===== src/rtl/core/assert_macros.svh =====
// ---------------------------------------------------------------------------
// Assertion macros
// Shared concurrent assertion helpers, clocked on clk and disabled in reset.
// ---------------------------------------------------------------------------
`ifndef ASSERT_MACROS_SVH
`define ASSERT_MACROS_SVH

`ifndef NO_ASSERTIONS

// Property that must hold at every clock edge outside reset.
`define SPQ_ASSERT(label, prop, msg) \
	label: assert property (@(posedge clk) disable iff (!arst_n) (prop)) else $error(msg);

// Implication: when the trigger holds, the consequence holds in the next cycle.
`define SPQ_ASSERT_NEXT(label, trig, cons, msg) \
	label: assert property (@(posedge clk) disable iff (!arst_n) (trig) |=> (cons)) \
		else $error(msg);

`else

`define SPQ_ASSERT(label, prop, msg)
`define SPQ_ASSERT_NEXT(label, trig, cons, msg)

`endif

`endif


===== src/rtl/core/spq_pkg.sv =====
// ---------------------------------------------------------------------------
// spq_pkg
// Types and constants shared by the sorted priority queue modules.
// ---------------------------------------------------------------------------
package spq_pkg;

	localparam int PID_W = 16;
	localparam int PRI_W = 16;
	localparam int OCC_W = 5;

	// Operation codes carried on the request tuser.
	localparam logic FUNC_INSERT = 1'b0;
	localparam logic FUNC_REMOVE = 1'b1;

	// One stored entry.
	typedef struct packed {
		logic [PRI_W-1:0] priority_val;
		logic [PID_W-1:0] proc_id;
	} spq_entry_t;

	// Commands from the controller to the slot array.
	typedef struct packed {
		logic insert;
		logic remove;
	} spq_cmd_t;

endpackage


===== src/rtl/core/spq_datapath.sv =====
// ---------------------------------------------------------------------------
// spq_datapath
// Row of entry cells kept in descending priority order; each cell compares
// its priority with the incoming one and shifts in place.
// ---------------------------------------------------------------------------
module spq_datapath import spq_pkg::*; #(
	parameter int CAPACITY = 16,
	localparam int CW = $clog2(CAPACITY + 1)
) (
	input  logic       clk,
	input  spq_cmd_t   cmd,
	input  logic [CW-1:0] count,
	input  spq_entry_t new_entry,
	output spq_entry_t head
);

	spq_entry_t slot_q [CAPACITY];
	logic [CAPACITY-1:0] below;  // stored entry ranks after the new one (or is empty)

	genvar i;
	generate
		for (i = 0; i < CAPACITY; i++) begin : g_cell
			assign below[i] = (CW'(i) >= count) ||
				($signed(slot_q[i].priority_val) < $signed(new_entry.priority_val));

			if (i == 0) begin : g_first
				always_ff @(posedge clk) begin
					if (cmd.insert && below[i]) begin
						slot_q[i] <= new_entry;
					end else if (cmd.remove) begin
						if (CAPACITY > 1) begin
							slot_q[i] <= slot_q[(CAPACITY > 1) ? 1 : 0];
						end
					end
				end
			end else begin : g_rest
				always_ff @(posedge clk) begin
					if (cmd.insert && below[i]) begin
						// The first cell that ranks below takes the new entry.
						slot_q[i] <= below[i-1] ? slot_q[i-1] : new_entry;
					end else if (cmd.remove && (i < CAPACITY - 1)) begin
						slot_q[i] <= slot_q[(i < CAPACITY - 1) ? i + 1 : i];
					end
				end
			end
		end
	endgenerate

	assign head = slot_q[0];

endmodule


===== src/rtl/core/spq_ctrl.sv =====
// ---------------------------------------------------------------------------
// spq_ctrl
// Controller: handshake, fill-level state machine, entry count and the
// registered result.
// ---------------------------------------------------------------------------
`include "assert_macros.svh"

module spq_ctrl import spq_pkg::*; #(
	parameter int CAPACITY = 16,
	localparam int CW = $clog2(CAPACITY + 1)
) (
	input  logic          clk,
	input  logic          arst_n,
	input  logic          s_tvalid,
	output logic          s_tready,
	input  logic          func,
	output logic          m_tvalid,
	input  logic          m_tready,
	output logic          head_valid,
	output spq_entry_t    head_entry,
	output logic          overflow,
	output logic [OCC_W-1:0] occupancy,
	output spq_cmd_t      cmd,
	output logic [CW-1:0] count,
	input  spq_entry_t    dp_head
);

	typedef enum logic [1:0] {
		ST_EMPTY,
		ST_PARTIAL,
		ST_FULL
	} state_t;

	state_t        state_q, state_next;
	logic [CW-1:0] count_q, count_next;
	logic          m_tvalid_q;
	logic          head_valid_q, overflow_q;
	spq_entry_t    head_q;
	logic          accept;
	logic [CW+OCC_W-1:0] count_ext;

	assign s_tready = !m_tvalid_q || m_tready;
	assign accept   = s_tvalid && s_tready;

	assign cmd.insert = accept && (func == FUNC_INSERT) && (state_q != ST_FULL);
	assign cmd.remove = accept && (func == FUNC_REMOVE) && (state_q != ST_EMPTY);

	always_comb begin
		count_next = count_q;
		if (cmd.insert) begin
			count_next = count_q + CW'(1);
		end else if (cmd.remove) begin
			count_next = count_q - CW'(1);
		end
		if (count_next == CW'(0)) begin
			state_next = ST_EMPTY;
		end else if (count_next == CW'(CAPACITY)) begin
			state_next = ST_FULL;
		end else begin
			state_next = ST_PARTIAL;
		end
	end

	always_ff @(posedge clk or negedge arst_n) begin
		if (!arst_n) begin
			state_q      <= ST_EMPTY;
			count_q      <= '0;
			m_tvalid_q   <= 1'b0;
			head_valid_q <= 1'b0;
			overflow_q   <= 1'b0;
			head_q       <= '0;
		end else begin
			if (accept) begin
				state_q      <= state_next;
				count_q      <= count_next;
				m_tvalid_q   <= 1'b1;
				head_valid_q <= cmd.remove;
				overflow_q   <= (func == FUNC_INSERT) && (state_q == ST_FULL);
				head_q       <= cmd.remove ? dp_head : '0;
			end else if (m_tready) begin
				m_tvalid_q <= 1'b0;
			end
		end
	end

	// The count only moves on an accepted request, so it always matches the
	// result currently held at the output.
	assign count_ext  = {{OCC_W{1'b0}}, count_q};
	assign occupancy  = count_ext[OCC_W-1:0];
	assign count      = count_q;
	assign m_tvalid   = m_tvalid_q;
	assign head_valid = head_valid_q;
	assign head_entry = head_q;
	assign overflow   = overflow_q;

	`SPQ_ASSERT(a_full_state, (state_q == ST_FULL) == (count_q == CW'(CAPACITY)), "full state and count disagree")
	`SPQ_ASSERT(a_empty_state, (state_q == ST_EMPTY) == (count_q == CW'(0)), "empty state and count disagree")
	`SPQ_ASSERT_NEXT(a_insert_count, cmd.insert, count_q == $past(count_q) + CW'(1), "insert did not grow count")
	`SPQ_ASSERT_NEXT(a_remove_count, cmd.remove, count_q == $past(count_q) - CW'(1), "remove did not shrink count")
	`SPQ_ASSERT(a_flags_excl, !(m_tvalid_q && head_valid_q && overflow_q), "head and overflow flags both set")

endmodule


===== src/rtl/core/sorted_priority_queue.sv =====
// ---------------------------------------------------------------------------
// sorted_priority_queue
// Bounded priority queue of (process id, priority) entries, highest first.
// ---------------------------------------------------------------------------
// Usage: each request on the s_ channel carries an operation in s_tuser.
// An insert stores the entry behind every entry of greater or equal priority,
// so equal priorities leave in arrival order. A remove returns the head entry
// and drops it. Every request produces exactly one result on the m_ channel.
// An insert into a full queue is dropped and reported with the overflow flag;
// a remove from an empty queue returns head_valid low with zero fields.
// The result is registered at the edge that accepts the request. Throughput
// is one request per cycle while m_tready holds; the entry row is a line of
// cells that each compare and shift in parallel, so an insert or a remove
// completes in the accepting cycle whatever the fill level.
// Reset empties the queue at once; stored entries need no clearing because
// only cells below the count are ever read.
// When the receiver stalls, the result stays in the output register and
// s_tready drops until the result is taken; a new request is accepted in the
// same cycle that the waiting result leaves.
// ---------------------------------------------------------------------------
module sorted_priority_queue import spq_pkg::*; #(
	parameter int CAPACITY = 16
) (
	input  logic        clk,
	input  logic        arst_n,
	input  logic        s_tvalid,
	output logic        s_tready,
	input  logic [31:0] s_tdata,   // [15:0] proc_id, [31:16] priority_req
	input  logic [0:0]  s_tuser,   // [0] func
	output logic        m_tvalid,
	input  logic        m_tready,
	output logic [39:0] m_tdata,   // [15:0] head_proc_id, [31:16] head_priority,
	                               // [36:32] occupancy, [39:37] zero
	output logic [1:0]  m_tuser    // [0] head_valid, [1] overflow
);

	localparam int CW = $clog2(CAPACITY + 1);

	spq_cmd_t         cmd;
	logic [CW-1:0]    count;
	spq_entry_t       new_entry;
	spq_entry_t       dp_head;
	spq_entry_t       head_entry;
	logic             head_valid;
	logic             overflow;
	logic [OCC_W-1:0] occupancy;

	assign new_entry.proc_id      = s_tdata[15:0];
	assign new_entry.priority_val = s_tdata[31:16];

	// Controller owns the handshake, the count and the result register.
	spq_ctrl #(
		.CAPACITY(CAPACITY)
	) u_ctrl (
		.clk       (clk),
		.arst_n    (arst_n),
		.s_tvalid  (s_tvalid),
		.s_tready  (s_tready),
		.func      (s_tuser[0]),
		.m_tvalid  (m_tvalid),
		.m_tready  (m_tready),
		.head_valid(head_valid),
		.head_entry(head_entry),
		.overflow  (overflow),
		.occupancy (occupancy),
		.cmd       (cmd),
		.count     (count),
		.dp_head   (dp_head)
	);

	// Datapath holds the sorted entry row.
	spq_datapath #(
		.CAPACITY(CAPACITY)
	) u_datapath (
		.clk      (clk),
		.cmd      (cmd),
		.count    (count),
		.new_entry(new_entry),
		.head     (dp_head)
	);

	assign m_tdata = {3'b000, occupancy, head_entry.priority_val, head_entry.proc_id};
	assign m_tuser = {overflow, head_valid};

endmodule

===== config.mk =====
export PLATFORM = sky130hd
export DESIGN_NAME = sorted_priority_queue
export DESIGN_NICKNAME = d
export VERILOG_FILES = /design/src/rtl/core/spq_pkg.sv /design/src/rtl/core/spq_datapath.sv /design/src/rtl/core/spq_ctrl.sv /design/src/rtl/core/sorted_priority_queue.sv
export VERILOG_INCLUDE_DIRS = /design/src /design/src/rtl/core
export SDC_FILE = /design/constraint.sdc
export NUM_CORES = 1
export LEC_CHECK = 0
export BUFFER_PORTS_ARGS = -buffer_cell sky130_fd_sc_hd__buf_2
export CORE_MARGIN = 4
export CORE_UTILIZATION = 45
export CTS_CLUSTER_DIAMETER = 120
export DETAILED_ROUTE_END_ITERATION = 8
export GPL_TIMING_DRIVEN = 0
export PLACE_DENSITY = 0.72
export SLEW_MARGIN = 20
export SYNTH_ARGS = -nofsm -noshare
export SYNTH_HDL_FRONTEND = slang
export SYNTH_SLANG_ARGS = --single-unit

===== constraint.sdc =====
create_clock -name clk -period 7.7 [get_ports clk]
set_input_delay 0.77 -clock clk [delete_from_list [all_inputs] [get_ports clk]]
set_output_delay 0.77 -clock clk [all_outputs]
set_load 0.01 [all_outputs]

After elaboration in Yosys (flattened, before gate mapping)
Memories as Yosys holds them, arrays and structs flattened.
Index checks and enable logic that the tools add are counted.
Word-level totals
  flip-flop bits (word level): 42
  logic and storage cells: 204
  memories: 1
  bits of input ports: 37
  RAM bits: 512
Cells by class
  order comparisons: 32
  $add $sub $neg: 2
  multiplexer cells: 100
  bitwise logic cells: 16
  equality and inequality tests: 3
  reductions and logical operators: 43
Memory list
  u_datapath.slot_q: depth 16, width 32, rd ports 16, clocked after memory_dff 0, wr ports 16, line spq_datapath.sv:17  | spq_entry_t slot_q [CAPACITY];
Operator list (count)
  2-to-1 mux 32 bit: 31
  less-than comparator 16 bit: 16
  2-to-1 mux 1 bit: 65
  greater-or-equal comparator 4 x 5 -> 1 bit (first input constant): 8
  logical AND 1 bit: 22
  greater-or-equal comparator 3 x 5 -> 1 bit (first input constant): 4
  logical OR 1 bit: 17
  bitwise OR 1 bit: 15
  greater-or-equal comparator 1 x 5 -> 1 bit (first input constant): 2
  greater-or-equal comparator 2 x 5 -> 1 bit (first input constant): 2
  2-to-1 mux 5 bit: 2
  adder 5 x 1 -> 5 bit (second input constant): 1
  equality test 5 bit (second input constant): 1
  zero test 5 bit: 1
  subtractor 5 x 1 -> 5 bit (second input constant): 1
  2-to-1 mux 2 bit: 2
  nonzero test 2 bit: 2
  equality test 2 bit (second input constant): 1
  != test 2 bit (second input constant): 1
  zero test 1 bit: 1
  inverter 1 bit: 1

Logic depth before layout (Yosys ltp)
  depth in word-level cells: 10
  gate-level depth with buffers: 11
  gate-level depth less buffers: 9

By module
From an unflattened synthesis, not the netlist that was laid out.
Second synthesis, totals
  cells, all modules: 3132
  area, all modules: 35927.0 um^2
By module, submodules not included
  spq_datapath: area an instance 34047.7 um^2, instances 1, cells each 2981
  spq_ctrl: area an instance 1838.0 um^2, instances 1, cells each 145
  sorted_priority_queue: area an instance 41.3 um^2, instances 1, cells each 6

Worst setup path after synthesis
Ideal clock, no wire load.
  path kind: input-to-reg
  start point: in s_tdata[23]
  end point: mem u_datapath.slot_q[0][224] (netlist bit), enable pin
  slack: 2.136 ns
  data required time: 7.234 ns
  library setup time: 0.466 ns
  stages on the path: 9
  path buffers: 1
  data arrival time: 5.098 ns
  cells stage by stage: inv_1 ha_1 and3_1 a221oi_1 nor3_1 a2111oi_0 a211oi_2 buf_2 o21ai_0
RTL lines
  start, declared: line sorted_priority_queue.sv:28  | input logic [31:0] s_tdata,
  end, declared: line spq_datapath.sv:17

==> impl_metrics.toml <==
[routing]
wire_per_inst_um = 23.2
postRouteWirelength_um = 98000
vias_per_cell = 6.25
ant_nets = 0
drtPass1Iterations = 6
num_vias = 26356
drt_first_iter_violations = 2743
drc = 0

[power]
leakage_nw = 13.3
power.switching_fraction = 0.375
switchingPower_mw = 4.77
combPwrFrac = 0.376
p_int_mw = 7.94
pwr-share-clk = 0.231
pwr-share-seq = 0.394
p_per_area_nw_per_um2 = 355
irDropWorstVdd_uv = 194

[clock_network]
cts_buffer_depth = 3
cts_resized = 0
htree_levels = 2
cts_buffers = 60
clock_latency_ns = 0.64
clkTransAtPathRegs_ns = 0.06
postCtsHoldBufs = 0
tritoncts = "done"
post_cts_buffers = 0
cts_root_buf = "clkbuf_16"
cts.sinks = 554

[grt]
antenna_found_initial = 3
grt_max_degree = 43
grt_pass1_wl_um = 150000
grt.overflow.total = 0
grtUsageTotal = 0.253
grt_pass1_vias = 26198

[yosys]
synth.ff_latch_count = 554
synth_top_family_by_area = "compound AO/OA/AOI/OAI gates"
yosys_warnings = 0
synth-compound-area-share = 0.155
synth_cell_types = 62
synth_edf_count = 512
synth-simple-area-share = 0.152
async_reset_ff_frac = 0.0758
ys_seq_area_frac = 0.513
synth_area_per_cell_um2 = 10.4
ys.flop_type = "edfxtp_1"
syn_area_um2 = 32000
synthXorXnorAreaFrac = 0.00110
synth_fa_ha_area_frac = 0.0958
synth_mux_area_frac = 0.0452
synth_cells = 3070

[setup_path]
worst-path-max-fanout = 32
crit_type = "primary input to register"
arrival_ns = 5.52
slowest_stage = "inv_1"
crit_chain = "buf_2, inv_1, ha_1, nand2_1, nor4_1, o311ai_0, o2111ai_1, mux2i_1, buf_2, buf_1, nand2_1, nand2_2"
required_ns = 7.96
slowest_delay_ns = 0.73
cp-end-kind = "register"
cp-start-kind = "primary input"

[outcome]
status = "finished clean"

[hold_path]
hold_path.class = "primary input to asynchronous set/reset pin"

[die]
coreArea_um2 = 70300
fp.dieH_um = 275
start_util = 0.455
die_x_um = 275
die_area_um2 = 75400
pin_count = 81
num_rows = 97

[sta]
drv_slew = 0
whs_ns = 0.134
relSlewSlack = 0.318
period_share = 0.683
post-route-min-period_ns = 5.26
tightestPinTransition_ns = 1.02
setup_tns_ns = 0
rsz0062_at_grt = "false"
setup_viol = 0
fmax_mhz = 190
finClkSkew_ns = 0.0169
finalHoldViolCount = 0

[layout]
n_fill_cell = 6345
final_nets = 3506
final_cell_area_um2 = 35800
drive_above_1_share = 0.0864
area_delta_synth_final_pct = 12.0
seq_area_um2 = 16400
multi_input_area_um2 = 14500

[placed_design]
place.port_buffers = 77
post_dp_cell_area_um2 = 33900
gp_congestion = 0.919
dp.final_hpwl_um = 75900

[run]
max-cap-violations = 0
==> cells in the mapped netlist (39+ instances only) <==
master | number | area, µm²
mux2i_1 | 105 | 1050
inv_1 | 39 | 146
dfrtp_1 | 42 | 1050
o211ai_1 | 333 | 2500
nand3_1 | 332 | 1660
nand2_1 | 527 | 1980
ha_1 | 245 | 3070
a21oi_1 | 188 | 941
nor2_1 | 177 | 664
buf_2 | 40 | 200
edfxtp_1 | 512 | 15400
clkbuf_1 | 176 | 661
o21ai_0 | 46 | 230
==> layout make-up <==
type,instances,share of cell area
Sequential cell,554,0.459
Clock buffer,74,0.0434
Clock inverter,39,0.0105
Timing Repair Buffer,90,0.0173
Tap cell,940,0.0328
Buffer,252,0.0292
Antenna cell,1,0.0000699
Multi-Input combinational cell,2227,0.404
Inverter,39,0.00409
==> final timing paths <==
| kind | from | end | slack (ns) | cells past startpoint |
|---|---|---|---|---|
| max | s_tdata[31] | u_datapath.slot_q[0][167] | 2.44 | 12 |
| min | arst_n | u_ctrl.state_q[0] | 0.13 | 1 |
| max reg2reg | u_datapath.slot_q[0][191] | u_datapath.slot_q[0][167] | 2.97 | 10 |
| min reg2reg | u_ctrl.head_valid | u_ctrl.head_valid | 0.48 | 2 |
| max in group asynchronous | arst_n | u_ctrl.head_entry[7] | 7.16 | 1 |
| min in group clk | s_tuser | u_ctrl.overflow | 0.38 | 2 |
==> power groups by stage <==
stage	registers, mW	clock network [mW]	logic [mW]
final	5.01	2.93	4.78
after global routing	5.06	3.07	5.23
after CTS	4.99	2.94	4.69
after detailed placement	5.05	0	4.65
after global placement	5.08	0	4.42
after floorplan	4.88	0	3.31
==> through the flow <==
stage          cells  utilization  power [mW]  setup WS, ns
4_1_cts         4214        0.509        12.6          2.73
3_3_place_gp    4089        0.478        9.50        -0.114
6_report        4216        0.510        12.7          2.44
5_1_grt         4215        0.510        13.4          2.24
3_5_place_dp    4101        0.482        9.70          2.09
2_1_floorplan   3072            -        8.19          2.14
==> worst max-delay path: cells and delay by family <==
| kind | cells | cell delay [ns] |
|---|---|---|
| AO/OA/AOI/OAI | 2 | 0.67 |
| adder cells (fa/ha/maj) | 1 | 0.33 |
| buffers and inverters | 4 | 1.68 |
| multiplexers | 1 | 0.61 |
| AND/OR/NAND/NOR | 4 | 1.41 |
==> kinds of logic after synthesis <==
family	after synthesis
and+or+nand+nor	1123
AOI/OAI and AO/OA	712
DFF	554
buffers and inverters	291
muxes	140
other	1
xor gates and xnor gates	4
adders and majority gates	245
==> layout by cell type (no fill, tap or decap), types with 12 or more instances in the layout <==
cell type	n
nand3_1	332
mux2i_1	105
edfxtp_1	512
nand2_1	517
o21ai_0	42
buf_1	26
a21o_1	20
clkbuf_1	189
buf_4	12
clkinv_1	16
buf_2	116
mux2_2	35
nand4_1	21
inv_1	39
ha_1	245
dfrtp_1	42
o211ai_1	333
a221o_1	30
nand2b_1	14
nor2_1	177
a21oi_1	188
a22o_1	32
clkbuf_16	60
==> per-layer routing <==
metal	track usage	routed length, µm	vias up
li1	-	-	11962
met1	0.356	41700	13018
met2	0.400	44500	1159
met3	0.0349	7680	217
met4	0.0977	4010	0
met5	0	0	-
==> registers in the layout (all words and copies together) (netlist names) <==
| signal | count |
|---|---|
| u_datapath.slot_q | 512 |
| u_ctrl.head_entry | 32 |
| u_ctrl.count | 5 |
| u_ctrl.state_q | 2 |
| u_ctrl.head_valid | 1 |
| u_ctrl.m_tvalid | 1 |
| u_ctrl.overflow | 1 |
Note: power is estimated with default switching activity, not from simulation.
